File: config.mk
export PLATFORM = sky130hd
export DESIGN_NAME = fly_camera_update
export DESIGN_NICKNAME = d
export VERILOG_FILES = /design/src/fcu_pkg.sv /design/src/fcu_ctrl.sv /design/src/fcu_dp.sv /design/src/fly_camera_update.sv
export SDC_FILE = /design/constraint.sdc
export NUM_CORES = 2
export LEC_CHECK = 0
export ABC_CLOCK_PERIOD_IN_PS = 16900
export BUFFER_PORTS_ARGS = -buffer_cell sky130_fd_sc_hd__clkbuf_2
export CORE_AREA = 2 2 446 448
export DETAILED_ROUTE_END_ITERATION = 7
export DIE_AREA = 0 0 448 450
export PLACE_DENSITY = 0.55
export SLEW_MARGIN = 20
export SYNTH_ARGS = -nofsm -noshare
export SYNTH_HDL_FRONTEND = slang
export SYNTH_SLANG_ARGS = --single-unit
File: constraint.sdc
create_clock -name clk -period 16.9 [get_ports clk]
set_input_delay 0.845 -clock clk [delete_from_list [all_inputs] [get_ports clk]]
set_output_delay 0.845 -clock clk [all_outputs]
set_load 0.01 [all_outputs]
File: src/fcu_pkg.sv
// ----------------------------------------------------------------------------
// fcu_pkg: shared definitions for the fly camera update block
// Codes, command and status structs, fixed-point constants and tables.
// ----------------------------------------------------------------------------
`default_nettype none

package fcu_pkg;

	// Angle constants, Q9.6 degrees
	localparam int FULL_TURN    = 23040;
	localparam int HALF_TURN    = 11520;
	localparam int QUARTER_TURN = 5760;
	localparam int PITCH_LIMIT  = 5696;
	localparam int ONE_Q14      = 16384;

	// Sine series coefficients, Q2.30
	localparam logic [31:0] C1 = 32'd1686629713;
	localparam logic [31:0] C3 = 32'd693598668;
	localparam logic [31:0] C5 = 32'd85569306;
	localparam logic [31:0] C7 = 32'd5026995;
	localparam logic [31:0] C9 = 32'd172272;

	// Quarter wave a -> x = a * 2^30 / 5760 = a * 2^23 / 45, split a = 45 q + r
	localparam int          QUOT_DIV   = 45;
	localparam logic [14:0] QUOT_RECIP = 15'd23302;   // ceil(2^20 / 45)
	// Yaw wrap: floor(u / 23040) = floor((u >> 9) / 45)
	localparam logic [19:0] WRAP_RECIP  = 20'd745655; // ceil(2^25 / 45)
	localparam logic [27:0] WRAP_OFFSET = 28'd94371840; // 4096 full turns

	// Register indexes
	localparam logic REG_MOVE_SPEED = 1'b0;
	localparam logic REG_LOOK_GAIN  = 1'b1;

	// Move codes
	localparam logic [2:0] MV_FORWARD  = 3'd0;
	localparam logic [2:0] MV_BACKWARD = 3'd1;
	localparam logic [2:0] MV_RIGHT    = 3'd2;
	localparam logic [2:0] MV_LEFT     = 3'd3;
	localparam logic [2:0] MV_UP       = 3'd4;
	localparam logic [2:0] MV_DOWN     = 3'd5;

	localparam logic MODE_MOVE = 1'b0;
	localparam logic MODE_LOOK = 1'b1;

	// Trig slots
	localparam logic [1:0] TRIG_SY = 2'd0;
	localparam logic [1:0] TRIG_CY = 2'd1;
	localparam logic [1:0] TRIG_SP = 2'd2;
	localparam logic [1:0] TRIG_CP = 2'd3;

	// Multiplier operand selects
	typedef logic [3:0] mul_sel_t;
	localparam mul_sel_t MUL_NONE   = 4'd0;
	localparam mul_sel_t MUL_DIST   = 4'd1;
	localparam mul_sel_t MUL_DYAW   = 4'd2;
	localparam mul_sel_t MUL_DPITCH = 4'd3;
	localparam mul_sel_t MUL_WRAP   = 4'd4;
	localparam mul_sel_t MUL_QUOT   = 4'd5;
	localparam mul_sel_t MUL_XX     = 4'd6;
	localparam mul_sel_t MUL_HORNER = 4'd7;
	localparam mul_sel_t MUL_XP     = 4'd8;
	localparam mul_sel_t MUL_STEP   = 4'd9;
	localparam mul_sel_t MUL_DIR0   = 4'd10;
	localparam mul_sel_t MUL_DIR2   = 4'd11;

	// Write-back selects
	typedef logic [3:0] wb_sel_t;
	localparam wb_sel_t WB_NONE   = 4'd0;
	localparam wb_sel_t WB_DIST   = 4'd1;
	localparam wb_sel_t WB_YAW    = 4'd2;
	localparam wb_sel_t WB_WRAP   = 4'd3;
	localparam wb_sel_t WB_PITCH  = 4'd4;
	localparam wb_sel_t WB_SLOAD  = 4'd5;
	localparam wb_sel_t WB_QUOT   = 4'd6;
	localparam wb_sel_t WB_X2     = 4'd7;
	localparam wb_sel_t WB_HORNER = 4'd8;
	localparam wb_sel_t WB_SIN    = 4'd9;
	localparam wb_sel_t WB_STEP   = 4'd10;
	localparam wb_sel_t WB_VERT   = 4'd11;
	localparam wb_sel_t WB_DIR0   = 4'd12;
	localparam wb_sel_t WB_DIR2   = 4'd13;

	typedef struct packed {
		logic     load;
		logic     publish;
		mul_sel_t mul_sel;
		wb_sel_t  wb_sel;
		logic [1:0] idx;
	} fcu_cmd_t;

	typedef struct packed {
		logic       mode;
		logic [2:0] move_dir;
	} fcu_stat_t;

	typedef struct packed {
		logic signed [31:0] pos_x;
		logic signed [31:0] pos_y;
		logic signed [31:0] pos_z;
		logic signed [15:0] dir_x;
		logic signed [15:0] dir_y;
		logic signed [15:0] dir_z;
		logic signed [14:0] yaw_deg;
		logic signed [13:0] pitch_deg;
	} fcu_state_t;

	// floor(r * 2^23 / 45) for each remainder r
	typedef logic [22:0] xfrac_t [0:QUOT_DIV-1];

	function automatic xfrac_t build_xfrac();
		xfrac_t t;
		for (int i = 0; i < QUOT_DIV; i++) begin
			t[i] = 23'((64'(i) << 23) / QUOT_DIV);
		end
		return t;
	endfunction

	localparam xfrac_t XFRAC = build_xfrac();

	// Horner coefficient for step k
	function automatic logic [31:0] hcoef(input logic [1:0] k);
		logic [31:0] c;
		case (k)
			2'd0:    c = C7;
			2'd1:    c = C5;
			2'd2:    c = C3;
			default: c = C1;
		endcase
		return c;
	endfunction

endpackage

`default_nettype wire

File: src/fcu_ctrl.sv
// ----------------------------------------------------------------------------
// fcu_ctrl: sequencer for the fly camera update
// Steps the shared multiplier and write-back selects through each request.
// ----------------------------------------------------------------------------
`default_nettype none

module fcu_ctrl (
	input  wire logic              clk,
	input  wire logic              arst_n,
	input  wire logic              in_valid,
	output logic                   in_ready,
	input  wire logic              out_free,
	input  wire fcu_pkg::fcu_stat_t stat,
	output fcu_pkg::fcu_cmd_t      cmd
);

	localparam logic [4:0] S_IDLE     = 5'd0;
	localparam logic [4:0] S_DISPATCH = 5'd1;
	localparam logic [4:0] S_MV_DM    = 5'd2;
	localparam logic [4:0] S_MV_DW    = 5'd3;
	localparam logic [4:0] S_MV_VERT  = 5'd4;
	localparam logic [4:0] S_MV_SM    = 5'd5;
	localparam logic [4:0] S_MV_SW    = 5'd6;
	localparam logic [4:0] S_LK_YM    = 5'd7;
	localparam logic [4:0] S_LK_YW    = 5'd8;
	localparam logic [4:0] S_LK_WM    = 5'd9;
	localparam logic [4:0] S_LK_WW    = 5'd10;
	localparam logic [4:0] S_LK_PM    = 5'd11;
	localparam logic [4:0] S_LK_PW    = 5'd12;
	localparam logic [4:0] S_SN_LOAD  = 5'd13;
	localparam logic [4:0] S_SN_QM    = 5'd14;
	localparam logic [4:0] S_SN_QW    = 5'd15;
	localparam logic [4:0] S_SN_XM    = 5'd16;
	localparam logic [4:0] S_SN_XW    = 5'd17;
	localparam logic [4:0] S_SN_HM    = 5'd18;
	localparam logic [4:0] S_SN_HW    = 5'd19;
	localparam logic [4:0] S_SN_RM    = 5'd20;
	localparam logic [4:0] S_SN_RW    = 5'd21;
	localparam logic [4:0] S_LK_D0M   = 5'd22;
	localparam logic [4:0] S_LK_D0W   = 5'd23;
	localparam logic [4:0] S_LK_D2M   = 5'd24;
	localparam logic [4:0] S_LK_D2W   = 5'd25;
	localparam logic [4:0] S_DONE     = 5'd26;

	logic [4:0] state_q, state_d;
	logic [1:0] idx_q, idx_d;   // axis or trig slot
	logic [1:0] k_q, k_d;       // Horner step
	logic       sin_last;

	assign in_ready = (state_q == S_IDLE);
	assign sin_last = (stat.mode == fcu_pkg::MODE_LOOK) ? (idx_q == fcu_pkg::TRIG_CP)
		: (idx_q == fcu_pkg::TRIG_CY);

	// Next state and command decode
	always_comb begin
		state_d     = state_q;
		idx_d       = idx_q;
		k_d         = k_q;
		cmd.load    = 1'b0;
		cmd.publish = 1'b0;
		cmd.mul_sel = fcu_pkg::MUL_NONE;
		cmd.wb_sel  = fcu_pkg::WB_NONE;
		cmd.idx     = idx_q;
		unique case (state_q)
			S_IDLE: begin
				if (in_valid) begin
					cmd.load = 1'b1;
					state_d  = S_DISPATCH;
				end
			end
			S_DISPATCH: begin
				if (stat.mode == fcu_pkg::MODE_LOOK) state_d = S_LK_YM;
				else if (stat.move_dir > fcu_pkg::MV_DOWN) state_d = S_DONE;
				else state_d = S_MV_DM;
			end
			S_MV_DM: begin
				cmd.mul_sel = fcu_pkg::MUL_DIST;
				state_d     = S_MV_DW;
			end
			S_MV_DW: begin
				cmd.wb_sel = fcu_pkg::WB_DIST;
				idx_d      = 2'd0;
				if (stat.move_dir == fcu_pkg::MV_UP || stat.move_dir == fcu_pkg::MV_DOWN)
					state_d = S_MV_VERT;
				else if (stat.move_dir == fcu_pkg::MV_RIGHT ||
					stat.move_dir == fcu_pkg::MV_LEFT)
					state_d = S_SN_LOAD;
				else state_d = S_MV_SM;
			end
			S_MV_VERT: begin
				cmd.wb_sel = fcu_pkg::WB_VERT;
				state_d    = S_DONE;
			end
			S_MV_SM: begin
				cmd.mul_sel = fcu_pkg::MUL_STEP;
				state_d     = S_MV_SW;
			end
			S_MV_SW: begin
				cmd.wb_sel = fcu_pkg::WB_STEP;
				if (idx_q == 2'd2) begin
					state_d = S_DONE;
				end else begin
					idx_d   = idx_q + 2'd1;
					state_d = S_MV_SM;
				end
			end
			S_LK_YM: begin
				cmd.mul_sel = fcu_pkg::MUL_DYAW;
				state_d     = S_LK_YW;
			end
			S_LK_YW: begin
				cmd.wb_sel = fcu_pkg::WB_YAW;
				state_d    = S_LK_WM;
			end
			S_LK_WM: begin
				cmd.mul_sel = fcu_pkg::MUL_WRAP;
				state_d     = S_LK_WW;
			end
			S_LK_WW: begin
				cmd.wb_sel = fcu_pkg::WB_WRAP;
				state_d    = S_LK_PM;
			end
			S_LK_PM: begin
				cmd.mul_sel = fcu_pkg::MUL_DPITCH;
				state_d     = S_LK_PW;
			end
			S_LK_PW: begin
				cmd.wb_sel = fcu_pkg::WB_PITCH;
				idx_d      = fcu_pkg::TRIG_SY;
				state_d    = S_SN_LOAD;
			end
			S_SN_LOAD: begin
				cmd.wb_sel = fcu_pkg::WB_SLOAD;
				state_d    = S_SN_QM;
			end
			S_SN_QM: begin
				cmd.mul_sel = fcu_pkg::MUL_QUOT;
				state_d     = S_SN_QW;
			end
			S_SN_QW: begin
				cmd.wb_sel = fcu_pkg::WB_QUOT;
				state_d    = S_SN_XM;
			end
			S_SN_XM: begin
				cmd.mul_sel = fcu_pkg::MUL_XX;
				state_d     = S_SN_XW;
			end
			S_SN_XW: begin
				cmd.wb_sel = fcu_pkg::WB_X2;
				k_d        = 2'd0;
				state_d    = S_SN_HM;
			end
			S_SN_HM: begin
				cmd.mul_sel = fcu_pkg::MUL_HORNER;
				state_d     = S_SN_HW;
			end
			S_SN_HW: begin
				cmd.wb_sel = fcu_pkg::WB_HORNER;
				cmd.idx    = k_q;
				k_d        = k_q + 2'd1;
				state_d    = (k_q == 2'd3) ? S_SN_RM : S_SN_HM;
			end
			S_SN_RM: begin
				cmd.mul_sel = fcu_pkg::MUL_XP;
				state_d     = S_SN_RW;
			end
			S_SN_RW: begin
				cmd.wb_sel = fcu_pkg::WB_SIN;
				if (!sin_last) begin
					idx_d   = idx_q + 2'd1;
					state_d = S_SN_LOAD;
				end else if (stat.mode == fcu_pkg::MODE_LOOK) begin
					state_d = S_LK_D0M;
				end else begin
					idx_d   = 2'd0;
					state_d = S_MV_SM;
				end
			end
			S_LK_D0M: begin
				cmd.mul_sel = fcu_pkg::MUL_DIR0;
				state_d     = S_LK_D0W;
			end
			S_LK_D0W: begin
				cmd.wb_sel = fcu_pkg::WB_DIR0;
				state_d    = S_LK_D2M;
			end
			S_LK_D2M: begin
				cmd.mul_sel = fcu_pkg::MUL_DIR2;
				state_d     = S_LK_D2W;
			end
			S_LK_D2W: begin
				cmd.wb_sel = fcu_pkg::WB_DIR2;
				state_d    = S_DONE;
			end
			S_DONE: begin
				if (out_free) begin
					cmd.publish = 1'b1;
					state_d     = S_IDLE;
				end
			end
			default: state_d = S_IDLE;
		endcase
	end

	// Hold state and counters
	always_ff @(posedge clk or negedge arst_n) begin
		if (!arst_n) begin
			state_q <= S_IDLE;
			idx_q   <= 2'd0;
			k_q     <= 2'd0;
		end else begin
			state_q <= state_d;
			idx_q   <= idx_d;
			k_q     <= k_d;
		end
	end

endmodule

`default_nettype wire

File: src/fcu_dp.sv
// ----------------------------------------------------------------------------
// fcu_dp: datapath for the fly camera update
// Config registers, camera state, one shared registered multiplier and the
// write-back logic for distance, angle wrap, sine series and position steps.
// ----------------------------------------------------------------------------
`default_nettype none

module fcu_dp (
	input  wire logic               clk,
	input  wire logic               arst_n,
	input  wire logic               cfg_we,
	input  wire logic               cfg_index,
	input  wire logic [15:0]        cfg_data,
	input  wire logic               in_mode,
	input  wire logic [2:0]         in_move_dir,
	input  wire logic [15:0]        in_elapsed_ms,
	input  wire logic signed [15:0] in_mouse_dx,
	input  wire logic signed [15:0] in_mouse_dy,
	input  wire fcu_pkg::fcu_cmd_t  cmd,
	output fcu_pkg::fcu_stat_t      stat,
	output fcu_pkg::fcu_state_t     st
);

	// Config
	logic [15:0] speed_q, gain_q;
	// Latched request
	logic              mode_q;
	logic [2:0]        dir_q;
	logic [15:0]       elapsed_q;
	logic signed [15:0] dx_q, dy_q;
	// Camera state
	logic signed [31:0] pos_q [0:2];
	logic signed [15:0] vdir_q [0:2];
	logic signed [14:0] yaw_q;
	logic signed [13:0] pitch_q;
	// Scratch
	logic [31:0]        dist_q;
	logic [27:0]        wrap_q;
	logic [12:0]        qa_q;
	logic               neg_q;
	logic [30:0]        x_q, x2_q;
	logic [31:0]        p_q;
	logic signed [15:0] trig_q [0:3];
	logic signed [65:0] prod_q;

	// Combinational terms
	logic signed [32:0] op_a, op_b;
	logic signed [15:0] vec_c;
	logic signed [33:0] rnd6;
	logic signed [27:0] dang, yaw_t;
	logic [27:0]        wrap_u;
	logic [12:0]        wq;
	logic [27:0]        wrem;
	logic signed [15:0] yaw_new;
	logic signed [27:0] pitch_t;
	logic signed [13:0] pitch_new;
	logic signed [16:0] ang, ared;
	logic [12:0]        qa_d;
	logic               neg_d;
	logic [7:0]         qq;
	logic [12:0]        rr13;
	logic [30:0]        x_d;
	logic [31:0]        rsum;
	logic [15:0]        rmag;
	logic signed [15:0] sin_d;
	logic signed [47:0] psum;
	logic signed [35:0] step, step_s, pos_sum;
	logic [1:0]         axis;
	logic signed [31:0] pos_new;
	logic signed [35:0] vert_sum;
	logic signed [31:0] vert_new;
	logic signed [33:0] dsum;
	logic signed [15:0] dir_r;
	logic               back;

	function automatic logic signed [31:0] sat32(input logic signed [35:0] v);
		logic signed [31:0] r;
		if (v > 36'sd2147483647) r = 32'sh7FFFFFFF;
		else if (v < -36'sd2147483648) r = 32'sh80000000;
		else r = v[31:0];
		return r;
	endfunction

	function automatic logic signed [15:0] neg_d_sel(input logic n, input logic [15:0] m);
		logic signed [15:0] r;
		r = n ? -$signed(m) : $signed(m);
		return r;
	endfunction

	assign stat.mode     = mode_q;
	assign stat.move_dir = dir_q;
	assign st.pos_x      = pos_q[0];
	assign st.pos_y      = pos_q[1];
	assign st.pos_z      = pos_q[2];
	assign st.dir_x      = vdir_q[0];
	assign st.dir_y      = vdir_q[1];
	assign st.dir_z      = vdir_q[2];
	assign st.yaw_deg    = yaw_q;
	assign st.pitch_deg  = pitch_q;

	assign axis = cmd.idx;
	assign back = (dir_q == fcu_pkg::MV_BACKWARD) || (dir_q == fcu_pkg::MV_LEFT) ||
		(dir_q == fcu_pkg::MV_DOWN);

	// Write config registers
	always_ff @(posedge clk or negedge arst_n) begin
		if (!arst_n) begin
			speed_q <= 16'd256;
			gain_q  <= 16'd410;
		end else if (cfg_we) begin
			unique case (cfg_index)
				fcu_pkg::REG_MOVE_SPEED: speed_q <= cfg_data;
				fcu_pkg::REG_LOOK_GAIN:  gain_q  <= cfg_data;
				default: ;
			endcase
		end
	end

	// Latch the request
	always_ff @(posedge clk) begin
		if (cmd.load) begin
			mode_q    <= in_mode;
			dir_q     <= in_move_dir;
			elapsed_q <= in_elapsed_ms;
			dx_q      <= in_mouse_dx;
			dy_q      <= in_mouse_dy;
		end
	end

	// Select the vector component for a position step
	always_comb begin
		vec_c = 16'sd0;
		if (dir_q == fcu_pkg::MV_RIGHT || dir_q == fcu_pkg::MV_LEFT) begin
			if (axis == 2'd0) vec_c = -trig_q[fcu_pkg::TRIG_SY];
			else if (axis == 2'd2) vec_c = trig_q[fcu_pkg::TRIG_CY];
		end else if (axis != 2'd3) begin
			vec_c = vdir_q[axis];
		end
	end

	// Multiplier operands
	always_comb begin
		op_a = 33'sd0;
		op_b = 33'sd0;
		case (cmd.mul_sel)
			fcu_pkg::MUL_DIST: begin
				op_a = $signed({17'd0, elapsed_q});
				op_b = $signed({17'd0, speed_q});
			end
			fcu_pkg::MUL_DYAW: begin
				op_a = {{17{dx_q[15]}}, dx_q};
				op_b = $signed({17'd0, gain_q});
			end
			fcu_pkg::MUL_DPITCH: begin
				op_a = {{17{dy_q[15]}}, dy_q};
				op_b = $signed({17'd0, gain_q});
			end
			fcu_pkg::MUL_WRAP: begin
				op_a = $signed({14'd0, wrap_q[27:9]});
				op_b = $signed({13'd0, fcu_pkg::WRAP_RECIP});
			end
			fcu_pkg::MUL_QUOT: begin
				op_a = $signed({20'd0, qa_q});
				op_b = $signed({18'd0, fcu_pkg::QUOT_RECIP});
			end
			fcu_pkg::MUL_XX: begin
				op_a = $signed({2'd0, x_q});
				op_b = $signed({2'd0, x_q});
			end
			fcu_pkg::MUL_HORNER: begin
				op_a = $signed({1'b0, p_q});
				op_b = $signed({2'd0, x2_q});
			end
			fcu_pkg::MUL_XP: begin
				op_a = $signed({2'd0, x_q});
				op_b = $signed({1'b0, p_q});
			end
			fcu_pkg::MUL_STEP: begin
				op_a = $signed({1'b0, dist_q});
				op_b = {{17{vec_c[15]}}, vec_c};
			end
			fcu_pkg::MUL_DIR0: begin
				op_a = {{17{trig_q[fcu_pkg::TRIG_CY][15]}}, trig_q[fcu_pkg::TRIG_CY]};
				op_b = {{17{trig_q[fcu_pkg::TRIG_CP][15]}}, trig_q[fcu_pkg::TRIG_CP]};
			end
			fcu_pkg::MUL_DIR2: begin
				op_a = {{17{trig_q[fcu_pkg::TRIG_SY][15]}}, trig_q[fcu_pkg::TRIG_SY]};
				op_b = {{17{trig_q[fcu_pkg::TRIG_CP][15]}}, trig_q[fcu_pkg::TRIG_CP]};
			end
			default: ;
		endcase
	end

	// Register the product
	always_ff @(posedge clk) begin
		prod_q <= op_a * op_b;
	end

	// Angle delta, yaw wrap and pitch clamp
	always_comb begin
		rnd6    = prod_q[33:0] + 34'sd32;
		dang    = rnd6[33:6];
		yaw_t   = {{13{yaw_q[14]}}, yaw_q} + dang + 28'sd11520;
		wrap_u  = $unsigned(yaw_t) + fcu_pkg::WRAP_OFFSET;
		wq      = prod_q[37:25];
		wrem    = wrap_q - 28'(wq) * 28'd23040;
		yaw_new = $signed({1'b0, wrem[14:0]}) - 16'sd11520;
		pitch_t = {{14{pitch_q[13]}}, pitch_q} - dang;
		if (pitch_t > 28'sd5696) pitch_new = 14'sd5696;
		else if (pitch_t < -28'sd5696) pitch_new = -14'sd5696;
		else pitch_new = pitch_t[13:0];
	end

	// Reduce an angle to a quarter wave and its sign
	always_comb begin
		case (cmd.idx)
			fcu_pkg::TRIG_SY: ang = {{2{yaw_q[14]}}, yaw_q};
			fcu_pkg::TRIG_CY: ang = {{2{yaw_q[14]}}, yaw_q} + 17'sd5760;
			fcu_pkg::TRIG_SP: ang = {{3{pitch_q[13]}}, pitch_q};
			default:          ang = {{3{pitch_q[13]}}, pitch_q} + 17'sd5760;
		endcase
		ared = (ang < 17'sd0) ? ang + 17'sd23040 : ang;
		if (ared <= 17'sd5760) begin
			qa_d  = ared[12:0];
			neg_d = 1'b0;
		end else if (ared <= 17'sd11520) begin
			qa_d  = 13'(17'sd11520 - ared);
			neg_d = 1'b0;
		end else if (ared <= 17'sd17280) begin
			qa_d  = 13'(ared - 17'sd11520);
			neg_d = 1'b1;
		end else begin
			qa_d  = 13'(17'sd23040 - ared);
			neg_d = 1'b1;
		end
	end

	// Series input and output conditioning
	always_comb begin
		qq    = prod_q[27:20];
		rr13  = qa_q - 13'(qq) * 13'd45;
		x_d   = {qq, 23'd0} + {8'd0, fcu_pkg::XFRAC[rr13[5:0]]};
		rsum  = {1'b0, prod_q[60:30]} + 32'd32768;
		rmag  = (rsum[31:16] > 16'd16384) ? 16'd16384 : rsum[31:16];
		sin_d = neg_d_sel(neg_q, rmag);
	end

	// Position step and direction rounding
	always_comb begin
		psum     = prod_q[47:0] + 48'sd8192;
		step     = {{2{psum[47]}}, psum[47:14]};
		step_s   = back ? -step : step;
		pos_sum  = {{4{pos_q[axis][31]}}, pos_q[axis]} + step_s;
		pos_new  = sat32(pos_sum);
		vert_sum = {{4{pos_q[1][31]}}, pos_q[1]} +
			(back ? -$signed({4'd0, dist_q}) : $signed({4'd0, dist_q}));
		vert_new = sat32(vert_sum);
		dsum     = prod_q[33:0] + 34'sd8192;
		dir_r    = dsum[29:14];
	end

	// Update camera state
	always_ff @(posedge clk or negedge arst_n) begin
		if (!arst_n) begin
			pos_q[0]  <= 32'sd0;
			pos_q[1]  <= 32'sd0;
			pos_q[2]  <= 32'sd0;
			vdir_q[0] <= 16'sd16384;
			vdir_q[1] <= 16'sd0;
			vdir_q[2] <= 16'sd0;
			yaw_q     <= 15'sd0;
			pitch_q   <= 14'sd0;
		end else begin
			case (cmd.wb_sel)
				fcu_pkg::WB_WRAP:  yaw_q   <= yaw_new[14:0];
				fcu_pkg::WB_PITCH: pitch_q <= pitch_new;
				fcu_pkg::WB_STEP:  pos_q[axis] <= pos_new;
				fcu_pkg::WB_VERT:  pos_q[1] <= vert_new;
				fcu_pkg::WB_DIR0: begin
					vdir_q[0] <= dir_r;
					vdir_q[1] <= trig_q[fcu_pkg::TRIG_SP];
				end
				fcu_pkg::WB_DIR2:  vdir_q[2] <= dir_r;
				default: ;
			endcase
		end
	end

	// Update scratch registers
	always_ff @(posedge clk) begin
		case (cmd.wb_sel)
			fcu_pkg::WB_DIST:   dist_q <= prod_q[31:0];
			fcu_pkg::WB_YAW:    wrap_q <= wrap_u;
			fcu_pkg::WB_SLOAD: begin
				qa_q  <= qa_d;
				neg_q <= neg_d;
			end
			fcu_pkg::WB_QUOT:   x_q <= x_d;
			fcu_pkg::WB_X2: begin
				x2_q <= prod_q[60:30];
				p_q  <= fcu_pkg::C9;
			end
			fcu_pkg::WB_HORNER: p_q <= fcu_pkg::hcoef(cmd.idx) - prod_q[61:30];
			fcu_pkg::WB_SIN:    trig_q[cmd.idx] <= sin_d;
			default: ;
		endcase
	end

endmodule

`default_nettype wire

File: src/fly_camera_update.sv
// Work per request: none for an unused move code, a distance and a vertical step for
// up/down, a distance and three axis steps for forward/backward, plus two sine evaluations
// for right/left, and four sine evaluations for look; a stalled output register delays it.
// One request at a time: the next request is taken once the result has entered the
// output register. One shared 33x33 multiplier serves all the steps in turn.
// Reset: asynchronous, active low.
// ----------------------------------------------------------------------------
// fly_camera_update: first-person fly camera state update
// Streams move and look requests and returns the new camera state for each.
// ----------------------------------------------------------------------------
`default_nettype none

module fly_camera_update (
	input  wire logic         clk,
	input  wire logic         arst_n,
	// Config write
	input  wire logic         cfg_valid,
	output logic              cfg_ready,
	input  wire logic         cfg_index,
	input  wire logic [15:0]  cfg_data,
	// Request stream
	input  wire logic         s_tvalid,
	output logic              s_tready,
	input  wire logic [55:0]  s_tdata,  // move_dir[2:0], elapsed_ms[18:3],
	                                    // mouse_dx[34:19], mouse_dy[50:35], zero pad
	input  wire logic         s_tuser,  // mode
	// Result stream
	output logic              m_tvalid,
	input  wire logic         m_tready,
	output logic [175:0]      m_tdata   // pos_x, pos_y, pos_z, dir_x, dir_y, dir_z,
	                                    // yaw_deg, pitch_deg, zero pad
);

	fcu_pkg::fcu_cmd_t   cmd;
	fcu_pkg::fcu_stat_t  stat;
	fcu_pkg::fcu_state_t st;
	logic                out_free;
	logic                m_valid_q;
	logic [175:0]        m_data_q;

	assign cfg_ready = 1'b1;
	assign out_free  = !m_valid_q || m_tready;
	assign m_tvalid  = m_valid_q;
	assign m_tdata   = m_data_q;

	fcu_ctrl u_ctrl (
		.clk      (clk),
		.arst_n   (arst_n),
		.in_valid (s_tvalid),
		.in_ready (s_tready),
		.out_free (out_free),
		.stat     (stat),
		.cmd      (cmd)
	);

	fcu_dp u_dp (
		.clk           (clk),
		.arst_n        (arst_n),
		.cfg_we        (cfg_valid && cfg_ready),
		.cfg_index     (cfg_index),
		.cfg_data      (cfg_data),
		.in_mode       (s_tuser),
		.in_move_dir   (s_tdata[2:0]),
		.in_elapsed_ms (s_tdata[18:3]),
		.in_mouse_dx   (s_tdata[34:19]),
		.in_mouse_dy   (s_tdata[50:35]),
		.cmd           (cmd),
		.stat          (stat),
		.st            (st)
	);

	// Hold the result until taken
	always_ff @(posedge clk or negedge arst_n) begin
		if (!arst_n) begin
			m_valid_q <= 1'b0;
		end else if (cmd.publish) begin
			m_valid_q <= 1'b1;
		end else if (m_tready) begin
			m_valid_q <= 1'b0;
		end
	end

	always_ff @(posedge clk) begin
		if (cmd.publish) begin
			m_data_q <= {3'd0, st.pitch_deg, st.yaw_deg, st.dir_z, st.dir_y, st.dir_x,
				st.pos_z, st.pos_y, st.pos_x};
		end
	end

`ifndef SYNTHESIS
	a_publish_valid: assert property (@(posedge clk) disable iff (!arst_n)
		cmd.publish |=> m_tvalid)
		else $error("result not presented after publish");

	a_pitch_range: assert property (@(posedge clk) disable iff (!arst_n)
		(st.pitch_deg <= 14'sd5696) && (st.pitch_deg >= -14'sd5696))
		else $error("pitch out of clamp range");

	a_no_accept_busy: assert property (@(posedge clk) disable iff (!arst_n)
		cmd.publish |-> !s_tready)
		else $error("request taken while result pending");
`endif

endmodule

`default_nettype wire
==> results.sh <==
export IMPL_io_pins=258
export IMPL_path_depth=42
export IMPL_reg2reg_depth=42
export IMPL_critPathCaptureType="flop"
export IMPL_seqCellArea_um2=20020
export IMPL_synth_edff_count=446
export IMPL_ys_types=104
export IMPL_grt_pass1_vias=62260
export IMPL_finalWirelength_um=283600
export IMPL_final_nets=10020
export IMPL_drt_drc_violations_left=13
export IMPL_numCtsBuffers=77
export IMPL_synth_area_leader_cell="fa_1"
export IMPL_postSynthCellCount=8248
export IMPL_antenna_found_initial=15
export IMPL_grt_pass1_wl_um=416900
export IMPL_powerDensity_nw_per_um2=206.4
export IMPL_die_y_um=450
export IMPL_avgViaCountPerCell=5.540
export IMPL_critPathSlowestCell="a2111oi_2"
export IMPL_rows=163
export IMPL_hold_class="in2async"
export IMPL_die_area_um2=201600
export IMPL_ir_worst_vdd_uv=290.7
export IMPL_crit_buf_inv=12
export IMPL_critical_path_most_common_cell="fa_1"
export IMPL_place_congestion=0.9714
export IMPL_setup_violations=0
export IMPL_r2r_start="u_ctrl.state_q[4]"
export IMPL_fin_hold_ws_ps=169.3
export IMPL_hpwlAfterDp_um=224600
export IMPL_ys_seq_area_share_pct=25.56
export IMPL_final_hold_violation_count=0
export IMPL_post_cts_buffers=0
export IMPL_synth_seq_cells=723
export IMPL_first_pass_iters=8
export IMPL_ys_flop_type="edfxtp_1"
export IMPL_drive_gt1_share_pct=8.851
export IMPL_dr_first_iter_drc_count=5780
export IMPL_cp_start_kind="flop"
export IMPL_synthTopCellsByArea="fa_1 (28%), edfxtp_1 (17%), ha_1 (7.3%)"
export IMPL_rrSetupSlack_ps=2570
export IMPL_track_usage_pct=28.17
export IMPL_clk_pin_slew_ps=60
export IMPL_wl_per_cell_um=25.59
export IMPL_cp_max_fo=33
export IMPL_cts_sinks=723
export IMPL_leakagePower_nw=39.87
export IMPL_worstMarginPinSlew_ps=1271
export IMPL_min_period_over_period_pct=84.79
export IMPL_crit_arrival_ps=14930
export IMPL_violations="design-rule violations"
export IMPL_cts_repair_resized=0
export IMPL_root_buffer="clkbuf_16"
export IMPL_grt_max_degree=82
export IMPL_critPathTopFamily="adder cells"
export IMPL_min_period_ps=14330
export IMPL_yosysWarnings=0
export IMPL_regToRegEndpoint="u_dp.prod_q[59]"
export IMPL_clockBufferDepth=3
export IMPL_setup_tns_ps=0
export IMPL_h_tree_depth=3
export IMPL_power_mw=17.69
export IMPL_io_buffers=248
export IMPL_tritoncts="built"
export IMPL_max_stage_delay_ps=900
export IMPL_rsz0062_at_grt="false"
export IMPL_critPathKind="reg2reg"
export IMPL_avgSynthCellArea_um2=9.499
export IMPL_fillers=19200
export IMPL_coreArea_um2=196600
export IMPL_netlist_top_cells_count="inv_1 (1343), fa_1 (1108), nand2_1 (1103)"
export IMPL_yosysMostFrequentCell="inv_1"
export IMPL_die_w_um=448
export IMPL_maxSlewHeadroom_pct=15.00
export IMPL_cap_violations=0
export IMPL_async_flop_share_pct=29.74
export IMPL_max_freq_mhz=69.79
export IMPL_crit_required_ps=17500
export IMPL_vias=61400
export IMPL_ant_nets=0
export IMPL_cts_hold_buffers=0
export IMPL_multi_input_area_um2=52030
export IMPL_synth_top_area_share_pct=28.31
export IMPL_grt_ovfl_total=0
export IMPL_status="complete, but fails checks"
export IMPL_synth_area_um2=78350
export IMPL_start_util_pct=39.85
export IMPL_insertion_delay_ps=690
export IMPL_maxSlewViolCount=0
export IMPL_finClkSkew_ps=33.25
export IMPL_area_growth_pct=9.416
## final cells by class
| type | count | area share, % |
|---|---|---|
| Inverter | 1346 | 5.894 |
| Tap cell | 2640 | 3.853 |
| Multi-Input combinational cell | 5791 | 60.69 |
| Timing Repair Buffer | 437 | 3.129 |
| Clock buffer | 108 | 2.564 |
| Sequential cell | 723 | 23.36 |
| Clock inverter | 35 | 0.5006 |
| Antenna cell | 3 | 0.008757 |
## flip-flops by register name, summed over array words and instances, names as in the netlist, 13 cells and up
signal / count
u_dp.elapsed_q: 16
u_dp.dy_q: 16
u_dp.dist_q: 32
u_dp.speed_q: 16
u_dp.yaw_q: 15
u_dp.trig_q: 64
u_dp.x2_q: 31
u_dp.st: 144
m_tdata: 173
u_dp.x_q: 20
u_dp.gain_q: 16
u_dp.p_q: 32
u_dp.prod_q: 62
u_dp.pitch_q: 14
u_dp.qa_q: 13
u_dp.dx_q: 16
u_dp.wrap_q: 28
## layer usage
metal / global-route usage [%] / vias to the layer above / share of wire, %
met5: 0 / - / 0.017
li1: - / 26990 / -
met4: 13.07 / 8 / 5.6
met2: 43.58 / 2550 / 45
met3: 5.913 / 575 / 8.7
met1: 37.79 / 31290 / 41
## power by group
group / switching, mW / internal, mW / total (mW)
sequential: 0.516 / 2.52 / 3.04
combinational: 8.34 / 4.52 / 12.9
clock: 0.762 / 1.04 / 1.80
## layout by cell type, fill, tap and decap left out, drive strengths merged, types with 42 or more instances in the layout
cell type	count
xnor2	313
nand2	1106
nor3	89
a21oi	351
clkbuf	355
edfxtp	446
xor2	111
nand2b	64
ha	455
mux2	69
fa	1108
a31oi	57
inv	1350
nor2	731
a21o	122
a22oi	84
nand3	97
and3	55
dfrtp	208
dfxtp	62
buf	190
o21ai	258
and2	61
o21a	42
## logic make-up after synthesis
logic type / after synthesis / synth area share [%]
AND/OR/NAND/NOR: 2422 / 13.51
multiplexers: 108 / 1.490
AO/OA/AOI/OAI: 1270 / 10.64
XOR/XNOR: 424 / 4.740
buffers and inverters: 1736 / 8.471
flip-flops: 723 / 25.56
other: 2 / 0.009586
adder cells (fa/ha/maj): 1563 / 35.58
## worst max-delay path by stage
stage	to	slack, ps	from
finish	u_dp.prod_q[59]	2570	u_ctrl.state_q[4]
global route	u_dp.prod_q[59]	2130	u_ctrl.state_q[4]
CTS	u_dp.prod_q[61]	2840	u_ctrl.state_q[4]
detailed placement	u_dp.prod_q[61]	2920	u_ctrl.state_q[4]
global placement	u_dp.prod_q[61]	2890	u_ctrl.state_q[4]
floorplan	u_dp.prod_q[61]	4730	u_ctrl.state_q[0]
## per-stage QoR
| step | cells | util, % | area, um^2 | setup slack (ps) |
|---|---|---|---|---|
| 5_1_grt | 11080 | 43.60 | 85720 | 2129 |
| 6_report | 11080 | 43.60 | 85720 | 2571 |
| 2_1_floorplan | 8250 | - | 78350 | 4732 |
| 4_1_cts | 11080 | 43.59 | 85700 | 2836 |
| 3_5_place_dp | 10940 | 42.25 | 83070 | 2915 |
| 3_3_place_gp | 10940 | 42.24 | 83050 | 2887 |
Note: power is estimated with default switching activity, not from simulation.
